--- src/hdl/spr_pkg.sv ---
// Package for the stream pattern replace block: shared widths, register
// indexes, payload structs, controller states and command/status structs.
// Used by every module of the block; depends on nothing.
package spr_pkg;

   localparam int BYTE_W    = 8;
   localparam int LEN_W     = 4;
   localparam int CFG_W     = 64;
   localparam int COUNT_W   = 16;
   localparam int CSR_IDX_W = 2;

   localparam logic [COUNT_W-1:0] COUNT_MAX = {COUNT_W{1'b1}};

   // Configuration register indexes
   localparam logic [CSR_IDX_W-1:0] CSR_NEEDLE_BYTES = 2'd0;
   localparam logic [CSR_IDX_W-1:0] CSR_NEEDLE_LEN   = 2'd1;
   localparam logic [CSR_IDX_W-1:0] CSR_REPL_BYTES   = 2'd2;
   localparam logic [CSR_IDX_W-1:0] CSR_REPL_LEN     = 2'd3;

   localparam logic [LEN_W-1:0] NEEDLE_LEN_RESET = 4'd1;
   localparam logic [LEN_W-1:0] REPL_LEN_RESET   = 4'd0;

   typedef struct packed {
      logic [BYTE_W-1:0] in_byte;
      logic              is_last;
   } spr_req_type;

   typedef struct packed {
      logic [BYTE_W-1:0]  out_byte;
      logic               byte_valid;
      logic               end_of_string;
      logic [COUNT_W-1:0] match_count;
      logic               needle_error;
   } spr_rsp_type;

   typedef enum logic [2:0] {
      ST_IDLE,
      ST_CHECK,
      ST_REPL,
      ST_FLUSH,
      ST_END
   } spr_state_type;

   typedef enum logic [1:0] {
      EMIT_NONE,
      EMIT_HEAD,
      EMIT_REPL,
      EMIT_END
   } spr_emit_type;

   typedef struct packed {
      logic         accept;
      spr_emit_type emit;
      logic         shift;
      logic         matched;
      logic         repl_adv;
      logic         end_clear;
   } spr_cmd_type;

   typedef struct packed {
      logic nlen_zero;
      logic fill_ge_nlen;
      logic win_match;
      logic fill_zero;
      logic repl_empty;
      logic repl_last;
      logic last;
      logic slot_free;
   } spr_status_type;

endpackage

--- src/hdl/spr_ctrl.sv ---
// Controller state machine for the stream pattern replace block.
// Sequences accept, compare, replacement, flush and end marker steps.
// Depends on spr_pkg.
module spr_ctrl (
   input  logic                    clock,
   input  logic                    reset,
   input  logic                    req_valid,
   output logic                    req_ready,
   input  spr_pkg::spr_status_type status,
   output spr_pkg::spr_cmd_type    cmd
);

   spr_pkg::spr_state_type state_ff;
   spr_pkg::spr_state_type state_in;
   spr_pkg::spr_state_type post_state;

   assign post_state = status.last ? spr_pkg::ST_FLUSH : spr_pkg::ST_IDLE;

   always_ff @(posedge clock) begin
      if (reset) begin
         state_ff <= spr_pkg::ST_IDLE;
      end else begin
         state_ff <= state_in;
      end
   end

   // Next state
   always_comb begin
      state_in = state_ff;
      unique case (state_ff)
         spr_pkg::ST_IDLE: begin
            if (req_valid) begin
               state_in = spr_pkg::ST_CHECK;
            end
         end
         spr_pkg::ST_CHECK: begin
            priority if (status.nlen_zero) begin
               if (status.slot_free) begin
                  state_in = post_state;
               end
            end else if (status.fill_ge_nlen) begin
               priority if (status.win_match) begin
                  state_in = status.repl_empty ? post_state : spr_pkg::ST_REPL;
               end else if (status.slot_free) begin
                  state_in = post_state;
               end else begin
                  state_in = state_ff;
               end
            end else begin
               state_in = post_state;
            end
         end
         spr_pkg::ST_REPL: begin
            if (status.slot_free && status.repl_last) begin
               state_in = post_state;
            end
         end
         spr_pkg::ST_FLUSH: begin
            if (status.fill_zero) begin
               state_in = spr_pkg::ST_END;
            end
         end
         spr_pkg::ST_END: begin
            if (status.slot_free) begin
               state_in = spr_pkg::ST_IDLE;
            end
         end
         default: state_in = spr_pkg::ST_IDLE;
      endcase
   end

   // Outputs
   always_comb begin
      req_ready = 1'b0;
      cmd       = '0;
      cmd.emit  = spr_pkg::EMIT_NONE;
      unique case (state_ff)
         spr_pkg::ST_IDLE: begin
            req_ready  = 1'b1;
            cmd.accept = req_valid;
         end
         spr_pkg::ST_CHECK: begin
            priority if (status.nlen_zero) begin
               // pass the byte straight through
               if (status.slot_free) begin
                  cmd.emit = spr_pkg::EMIT_HEAD;
               end
            end else if (status.fill_ge_nlen) begin
               priority if (status.win_match) begin
                  cmd.matched = 1'b1;
               end else if (status.slot_free) begin
                  cmd.emit  = spr_pkg::EMIT_HEAD;
                  cmd.shift = 1'b1;
               end else begin
                  cmd.shift = 1'b0;
               end
            end else begin
               cmd.emit = spr_pkg::EMIT_NONE;
            end
         end
         spr_pkg::ST_REPL: begin
            if (status.slot_free) begin
               cmd.emit     = spr_pkg::EMIT_REPL;
               cmd.repl_adv = 1'b1;
            end
         end
         spr_pkg::ST_FLUSH: begin
            if (!status.fill_zero && status.slot_free) begin
               cmd.emit  = spr_pkg::EMIT_HEAD;
               cmd.shift = 1'b1;
            end
         end
         spr_pkg::ST_END: begin
            if (status.slot_free) begin
               cmd.emit      = spr_pkg::EMIT_END;
               cmd.end_clear = 1'b1;
            end
         end
         default: begin
            req_ready = 1'b0;
         end
      endcase
   end

endmodule

--- src/hdl/spr_datapath.sv ---
// Datapath for the stream pattern replace block: configuration registers,
// per-string latched configuration, byte window, match counter, output register.
// Depends on spr_pkg; driven by spr_ctrl through command and status structs.
module spr_datapath #(
   parameter int NEEDLE_MAX      = 8,
   parameter int REPLACEMENT_MAX = 8
) (
   input  logic                                  clock,
   input  logic                                  reset,
   input  spr_pkg::spr_req_type                  req_data,
   input  logic                                  csr_write,
   input  logic [spr_pkg::CSR_IDX_W-1:0]         csr_index,
   input  logic [spr_pkg::CFG_W-1:0]             csr_wdata,
   input  spr_pkg::spr_cmd_type                  cmd,
   output spr_pkg::spr_status_type               status,
   input  logic                                  rsp_ready,
   output logic                                  rsp_valid,
   output spr_pkg::spr_rsp_type                  rsp_data
);

   localparam int BYTE_W     = spr_pkg::BYTE_W;
   localparam int LEN_W      = spr_pkg::LEN_W;
   localparam int COUNT_W    = spr_pkg::COUNT_W;
   localparam int FILL_W     = $clog2(NEEDLE_MAX + 1);
   localparam int NIDX_W     = (NEEDLE_MAX > 1) ? $clog2(NEEDLE_MAX) : 1;
   localparam int REPL_DEPTH = (REPLACEMENT_MAX > 0) ? REPLACEMENT_MAX : 1;
   localparam int RIDX_W     = (REPL_DEPTH > 1) ? $clog2(REPL_DEPTH) : 1;
   localparam logic [LEN_W-1:0] NMAX_LEN = LEN_W'(NEEDLE_MAX);
   localparam logic [LEN_W-1:0] RMAX_LEN = LEN_W'(REPLACEMENT_MAX);

   // Configuration registers
   logic [spr_pkg::CFG_W-1:0] needle_bytes_ff;
   logic [LEN_W-1:0]          needle_len_ff;
   logic [spr_pkg::CFG_W-1:0] repl_bytes_ff;
   logic [LEN_W-1:0]          repl_len_ff;

   // Per-string copy
   logic [BYTE_W-1:0] cur_needle_ff [NEEDLE_MAX];
   logic [FILL_W-1:0] cur_nlen_ff;
   logic [BYTE_W-1:0] cur_repl_ff [REPL_DEPTH];
   logic [LEN_W-1:0]  cur_rlen_ff;

   logic [BYTE_W-1:0]  window_ff [NEEDLE_MAX];
   logic [BYTE_W-1:0]  window_in [NEEDLE_MAX];
   logic [FILL_W-1:0]  fill_ff;
   logic [FILL_W-1:0]  fill_in;
   logic [RIDX_W-1:0]  ridx_ff;
   logic [COUNT_W-1:0] count_ff;
   logic               in_string_ff;
   logic               last_ff;

   logic                 rsp_valid_ff;
   spr_pkg::spr_rsp_type rsp_data_ff;
   spr_pkg::spr_rsp_type rsp_data_in;

   logic              new_string;
   logic [LEN_W-1:0]  nlen_sel;
   logic [LEN_W-1:0]  rlen_sel;
   logic [FILL_W-1:0] nlen_eff;
   logic [FILL_W-1:0] fill_eff;
   logic              win_match;

   always_ff @(posedge clock) begin
      if (reset) begin
         needle_bytes_ff <= '0;
         needle_len_ff   <= spr_pkg::NEEDLE_LEN_RESET;
         repl_bytes_ff   <= '0;
         repl_len_ff     <= spr_pkg::REPL_LEN_RESET;
      end else if (csr_write) begin
         unique case (csr_index)
            spr_pkg::CSR_NEEDLE_BYTES: needle_bytes_ff <= csr_wdata;
            spr_pkg::CSR_NEEDLE_LEN:   needle_len_ff   <= csr_wdata[LEN_W-1:0];
            spr_pkg::CSR_REPL_BYTES:   repl_bytes_ff   <= csr_wdata;
            spr_pkg::CSR_REPL_LEN:     repl_len_ff     <= csr_wdata[LEN_W-1:0];
            default: needle_len_ff <= needle_len_ff;
         endcase
      end
   end

   assign new_string = cmd.accept && !in_string_ff;
   assign nlen_sel   = (needle_len_ff > NMAX_LEN) ? NMAX_LEN : needle_len_ff;
   assign rlen_sel   = (repl_len_ff > RMAX_LEN) ? RMAX_LEN : repl_len_ff;
   assign nlen_eff   = new_string ? FILL_W'(nlen_sel) : cur_nlen_ff;
   assign fill_eff   = new_string ? '0 : fill_ff;

   // Latch configuration at the first byte of a string
   always_ff @(posedge clock) begin
      if (reset) begin
         cur_nlen_ff <= FILL_W'(1);
         cur_rlen_ff <= '0;
      end else if (new_string) begin
         cur_nlen_ff <= FILL_W'(nlen_sel);
         cur_rlen_ff <= rlen_sel;
      end
   end

   always_ff @(posedge clock) begin
      if (new_string) begin
         for (int k = 0; k < NEEDLE_MAX; k++) begin
            cur_needle_ff[k] <= needle_bytes_ff[BYTE_W*k +: BYTE_W];
         end
         for (int k = 0; k < REPL_DEPTH; k++) begin
            cur_repl_ff[k] <= repl_bytes_ff[BYTE_W*k +: BYTE_W];
         end
      end
   end

   // Window: push at the fill point, or drop the oldest byte
   always_comb begin
      window_in = window_ff;
      if (cmd.accept) begin
         window_in[fill_eff[NIDX_W-1:0]] = req_data.in_byte;
      end else if (cmd.shift) begin
         for (int k = 0; k < NEEDLE_MAX - 1; k++) begin
            window_in[k] = window_ff[k+1];
         end
      end
   end

   always_ff @(posedge clock) begin
      window_ff <= window_in;
   end

   always_comb begin
      fill_in = fill_ff;
      priority if (cmd.accept) begin
         fill_in = fill_eff + ((nlen_eff != '0) ? FILL_W'(1) : FILL_W'(0));
      end else if (cmd.matched) begin
         fill_in = '0;
      end else if (cmd.shift) begin
         fill_in = fill_ff - FILL_W'(1);
      end else begin
         fill_in = fill_ff;
      end
   end

   always_ff @(posedge clock) begin
      if (reset) begin
         fill_ff      <= '0;
         count_ff     <= '0;
         in_string_ff <= 1'b0;
         last_ff      <= 1'b0;
         ridx_ff      <= '0;
      end else begin
         fill_ff <= fill_in;
         if (cmd.accept) begin
            in_string_ff <= !req_data.is_last;
            last_ff      <= req_data.is_last;
         end
         priority if (new_string || cmd.end_clear) begin
            count_ff <= '0;
         end else if (cmd.matched && count_ff != spr_pkg::COUNT_MAX) begin
            count_ff <= count_ff + COUNT_W'(1);
         end else begin
            count_ff <= count_ff;
         end
         priority if (cmd.matched) begin
            ridx_ff <= '0;
         end else if (cmd.repl_adv) begin
            ridx_ff <= ridx_ff + RIDX_W'(1);
         end else begin
            ridx_ff <= ridx_ff;
         end
      end
   end

   always_comb begin
      win_match = 1'b1;
      for (int k = 0; k < NEEDLE_MAX; k++) begin
         if (FILL_W'(k) < cur_nlen_ff && window_ff[k] != cur_needle_ff[k]) begin
            win_match = 1'b0;
         end
      end
   end

   assign status.nlen_zero    = (cur_nlen_ff == '0);
   assign status.fill_ge_nlen = (fill_ff >= cur_nlen_ff);
   assign status.win_match    = win_match;
   assign status.fill_zero    = (fill_ff == '0);
   assign status.repl_empty   = (cur_rlen_ff == '0);
   assign status.repl_last    = ((LEN_W'(ridx_ff) + LEN_W'(1)) == cur_rlen_ff);
   assign status.last         = last_ff;
   assign status.slot_free    = !rsp_valid_ff || rsp_ready;

   // Output register
   always_comb begin
      rsp_data_in = '0;
      unique case (cmd.emit)
         spr_pkg::EMIT_HEAD: begin
            rsp_data_in.out_byte   = window_ff[0];
            rsp_data_in.byte_valid = 1'b1;
         end
         spr_pkg::EMIT_REPL: begin
            rsp_data_in.out_byte   = cur_repl_ff[ridx_ff];
            rsp_data_in.byte_valid = 1'b1;
         end
         spr_pkg::EMIT_END: begin
            rsp_data_in.end_of_string = 1'b1;
            rsp_data_in.match_count   = count_ff;
            rsp_data_in.needle_error  = (cur_nlen_ff == '0);
         end
         spr_pkg::EMIT_NONE: begin
            rsp_data_in = '0;
         end
         default: rsp_data_in = '0;
      endcase
   end

   always_ff @(posedge clock) begin
      if (reset) begin
         rsp_valid_ff <= 1'b0;
      end else if (cmd.emit != spr_pkg::EMIT_NONE) begin
         rsp_valid_ff <= 1'b1;
      end else if (rsp_ready) begin
         rsp_valid_ff <= 1'b0;
      end
   end

   always_ff @(posedge clock) begin
      if (cmd.emit != spr_pkg::EMIT_NONE) begin
         rsp_data_ff <= rsp_data_in;
      end
   end

   assign rsp_valid = rsp_valid_ff;
   assign rsp_data  = rsp_data_ff;

endmodule

--- src/hdl/stream_pattern_replace_top.sv ---
// Stream pattern replace: replaces each leftmost, non-overlapping needle
// occurrence in a byte string with a replacement. Top level of the block.
// Depends on spr_pkg, spr_ctrl and spr_datapath.
//
// A byte that passes through is first accepted into the window in ST_IDLE; in
// ST_CHECK the window is compared and, once full, its oldest byte is emitted.
// A byte that completes a match is followed by the replacement bytes, emitted in
// order from ST_REPL. At the end of the string ST_FLUSH emits each byte left in
// the window, and ST_END emits the end marker once the window is empty. The
// controller steps at most one result per cycle into a single output register,
// and stalls while rsp_ready is low with a result waiting. The configuration
// is copied at the first byte of each string; writes take effect with the next
// string. The configuration port always accepts.
module stream_pattern_replace_top #(
   parameter int NEEDLE_MAX      = 8,
   parameter int REPLACEMENT_MAX = 8
) (
   input  logic                          clock,
   input  logic                          reset,
   input  logic                          req_valid,
   output logic                          req_ready,
   input  spr_pkg::spr_req_type          req_data,
   output logic                          rsp_valid,
   input  logic                          rsp_ready,
   output spr_pkg::spr_rsp_type          rsp_data,
   input  logic                          csr_valid,
   output logic                          csr_ready,
   input  logic [spr_pkg::CSR_IDX_W-1:0] csr_index,
   input  logic [spr_pkg::CFG_W-1:0]     csr_wdata
);

   spr_pkg::spr_cmd_type    cmd;
   spr_pkg::spr_status_type status;

   assign csr_ready = 1'b1;

   spr_ctrl u_ctrl (
      .clock     (clock),
      .reset     (reset),
      .req_valid (req_valid),
      .req_ready (req_ready),
      .status    (status),
      .cmd       (cmd)
   );

   spr_datapath #(
      .NEEDLE_MAX      (NEEDLE_MAX),
      .REPLACEMENT_MAX (REPLACEMENT_MAX)
   ) u_datapath (
      .clock     (clock),
      .reset     (reset),
      .req_data  (req_data),
      .csr_write (csr_valid && csr_ready),
      .csr_index (csr_index),
      .csr_wdata (csr_wdata),
      .cmd       (cmd),
      .status    (status),
      .rsp_ready (rsp_ready),
      .rsp_valid (rsp_valid),
      .rsp_data  (rsp_data)
   );

endmodule

--- config.mk ---
export PLATFORM = sky130hd
export DESIGN_NAME = stream_pattern_replace_top
export DESIGN_NICKNAME = d
export VERILOG_FILES = /design/src/hdl/spr_pkg.sv /design/src/hdl/spr_ctrl.sv /design/src/hdl/spr_datapath.sv /design/src/hdl/stream_pattern_replace_top.sv
export SDC_FILE = /design/constraint.sdc
export NUM_CORES = 1
export LEC_CHECK = 0
export BUFFER_PORTS_ARGS = -buffer_cell sky130_fd_sc_hd__buf_2
export CAP_MARGIN = 20
export CORE_UTILIZATION = 54
export CTS_CLUSTER_DIAMETER = 150
export DETAILED_ROUTE_END_ITERATION = 7
export PLACE_DENSITY_LB_ADDON = 0.15
export SLEW_MARGIN = 10
export SYNTH_ARGS = -nofsm -noshare
export SYNTH_HDL_FRONTEND = slang
export SYNTH_SLANG_ARGS = --single-unit
--- constraint.sdc ---
create_clock -name clock -period 5.9 [get_ports clock]
set_input_delay 0 -clock clock [delete_from_list [all_inputs] [get_ports clock]]
set_output_delay 0 -clock clock [all_outputs]
set_load 0.05 [all_outputs]
==> run metrics <==
outcome finished clean; Max Slew Vio Count 0; Placer Congestion approximately 0.86; Final Total Pwr 6.83 mW; routed len/inst a little over 20 um; grt ovf 0; Die ar. ~0.030 mm^2; Mean Syn Cell Area about 12 um^2; DR iter-0 viols between 900 and 1000; htree depth 2; Fin. Hold Viols 0; P per Cell Area 368 mW/mm^2; final instance area 0.0185 mm^2; area delta synth->final 18.4%; Seq/Total Area, Yosys ~65%; CTS tree built; post-cts resize count 0; CP top delay family simple AND/OR/NAND/NOR gates; post-synthesis cell type count 55; CTS sink cnt slightly below 400; Worst-path clk slew ~0.060 ns; setup TNS 0 ns; final setup vio count 0; min Tclk post-route around 3.5 ns; # IOs between 100 and 150; Crit Path Class reg2reg; setup slack at placement roughly 2.4 ns; GRT Overall Usage 27.2%; max-cap violations 0; Fill cells 2136; Final WS setup 2.40 ns; Post-Syn Area 0.0156 mm^2; crit path max fanout between 40 and 50; WL final between 30000 and 40000 um; share of the synthesized area in the top cell type ~42%; final net count roughly 1600; placed cell count 1780; maximum clock frequency ~0.29 GHz; Cell Chain, Critical Path nor3_1, and2_1, nand2b_1, inv_4, nor2_1, ha_1, ha_1, xor2_1, o22ai_1, nor4bb_1; Post-Layout Cell Count a little under 2000; Max VDD drop ~0.00025 V; Async SR Flop Fraction 0%; final period utilization approximately three fifths; TritonCTS buffer count 40; TritonRoute pass-1 iters 5; Worst-Margin Slew 1.01 ns; Post-CTS Hold Fix Bufs 73; DRC viols 0; largest net degree at the start of global routing 93; Yosys top cell by area edfxtp_1; Yosys reg bits about 400; number of synthesized flops with an enable pin 219; DP HPWL between 20000 and 30000 um; CP required approximately 6.3 ns; Leak about 6.7 nW; first-pass GRT wire length about 60000 um; fin util 65.8%; hold crit path type in2reg; vias in the first global route ~11000; delay of the slowest critical-path stage approximately 0.61 ns; startpoint types register; post-synthesis instance total around 1400; Core Area between 0.02 and 0.03 mm^2; RSZ-0062 raised after global routing no; Die Height roughly 170 um; clock skew about 0.014 ns; placed instance area about 0.016 mm^2; top cells by area, synth edfxtp_1 (42%), dfxtp_1 (23%), nand2_1 (7.2%); row count between 60 and 70; Setup crit end kind register; later-pin clock latency in the skew report roughly 0.53 ns; yosys warns 0; Buf/Inv on CP 1; Worst Hold Margin between 0.02 and 0.03 ns; arrival time worst endpoint slightly below 4 ns; vias per cell around 5.7; syn_nets approximately 1500; via count between 10000 and 15000; die width between 150 and 200 um; Initial Util 55.5%; Max Root-Sink Buffers 3; Slew headroom around 32%; Port Buffers roughly 110; most frequent cell on the critical path ha_1; Routed Antenna Nets 0; Synth Flop Type edfxtp_1; slowest CP cell inv_4; initial antenna violation count 1; Clk Tree Root Cell clkbuf_16; layout cells sized above 1 14.6%; post-CTS setup buffer count 0
==> cell usage after synthesis, types with 2 or more instances <==
master	count
a21o_1	3
mux2_2	8
nand3_1	13
mux4_2	16
nand4_1	8
o21ai_0	12
nand2b_1	10
or2_2	2
edfxtp_1	219
a311o_1	2
nand3b_1	11
inv_1	19
nor4_1	15
nor2_1	51
or4_1	5
dfxtp_1	176
a22oi_1	8
or3_1	5
o211ai_1	4
nor3b_1	4
ha_1	12
buf_1	6
a22o_1	57
and3_1	5
xnor2_1	20
xor2_1	61
nor3_1	16
clkbuf_1	72
a41oi_1	2
a211o_1	2
a21oi_1	157
and2_1	20
nor4_2	4
o21ai_1	2
mux2i_1	8
nor2b_1	5
nand2_1	301
==> routing by layer <==
layer,wire [um],share of wire (%),global-route usage [%],vias to the layer above
met5,0,0,0,-
met4,1470,3.7,11.8,0
met3,2370,6.0,4.42,79
met2,18800,48,44.5,393
met1,16600,42,36.0,5316
li1,-,-,-,5149
==> sequential cells by signal (all words and copies together), names as in the netlist, 16 cells and up, named ones only <==
| signal | cells |
|---|---|
| u_datapath.cur_needle_ff | 64 |
| u_datapath.cur_repl_ff | 64 |
| u_datapath.needle_bytes_ff | 64 |
| u_datapath.repl_bytes_ff | 64 |
| u_datapath.window_ff | 64 |
| u_datapath.rsp_data | 27 |
| u_datapath.count_ff | 16 |
==> path summary, 6_finish.rpt <==
kind | depth (start not counted) | slack [ns] | start | to
worst max-delay path | 10 | 2.40 | u_ctrl.state_ff[1] | u_datapath.fill_ff[2]
worst min-delay path | 4 | 0.03 | csr_index[1] | u_datapath.repl_len_ff[0]
worst max register to register | 10 | 2.40 | u_ctrl.state_ff[1] | u_datapath.fill_ff[2]
worst min register to register | 0 | 0.43 | u_datapath.needle_bytes_ff[32] | u_datapath.cur_needle_ff[1][0]
==> worst reg2reg max path: stages, from the launching register on <==
cell	delay (ns)
dfxtp_1	0.49
nor3_1	0.40
and2_1	0.40
nand2b_1	0.40
inv_4	0.61
nor2_1	0.15
ha_1	0.27
ha_1	0.20
xor2_1	0.16
o22ai_1	0.13
nor4bb_1	0.20
==> power by group <==
part | total, mW | internal (mW) | leakage (nW) | switching (mW)
logic | 0.955 | 0.328 | 2.49 | 0.627
clock network | 2.49 | 1.45 | 0.639 | 1.04
registers | 3.38 | 3.23 | 3.54 | 0.152
==> layout by cell type, fill, tap and decap left out, types with 3 or more instances in the layout <==
cell / synthesis / final
nor4_1: 15 / 15
mux2_2: 8 / 8
nand4_1: 8 / 8
nor2b_1: 5 / 5
clkbuf_16: 0 / 42
nor3_1: 16 / 16
buf_2: 1 / 109
mux2i_1: 8 / 8
xor2_1: 61 / 61
nand3_1: 13 / 13
inv_1: 19 / 18
dlygate4sd3_1: 0 / 73
buf_4: 1 / 15
nor4_2: 4 / 4
clkinv_2: 0 / 7
clkbuf_1: 72 / 11
a22oi_1: 8 / 8
edfxtp_1: 219 / 219
a21oi_1: 157 / 156
nand2b_1: 10 / 10
a22o_1: 57 / 57
a21o_1: 3 / 3
clkbuf_8: 0 / 7
dfxtp_1: 176 / 176
o211ai_1: 4 / 4
nor2_1: 51 / 50
or3_1: 5 / 5
and3_1: 5 / 5
xnor2_1: 20 / 20
nand3b_1: 11 / 11
and2_1: 20 / 20
o21ai_0: 12 / 12
nand2_1: 301 / 300
or4_1: 5 / 5
ha_1: 12 / 12
mux4_2: 16 / 16
==> area by class of cell <==
| type | count | area, um^2 | area share (%) |
|---|---|---|---|
| multi-input cells | 865 | 5190 | 28.0 |
| flip-flops and latches | 395 | 10100 | 54.5 |
| inverters | 19 | 73.8 | 0.398 |
| clock buffers | 60 | 1190 | 6.42 |
| repair buffers | 197 | 1390 | 7.50 |
| clock inverters | 13 | 110 | 0.594 |
| well taps | 378 | 473 | 2.55 |
| diodes | 1 | 2.50 | 0.0135 |
==> cell families after synthesis <==
logic type / share of synthesized area [%]
AO/OA/AOI/OAI: 10.4
XOR/XNOR: 4.53
adder cells (fa/ha/maj): 0.960
buffers and inverters: 2.41
flip-flops: 64.6
multiplexers: 3.39
other: 0.0240
AND/OR/NAND/NOR: 13.7
(Power assumes the default switching activity.)
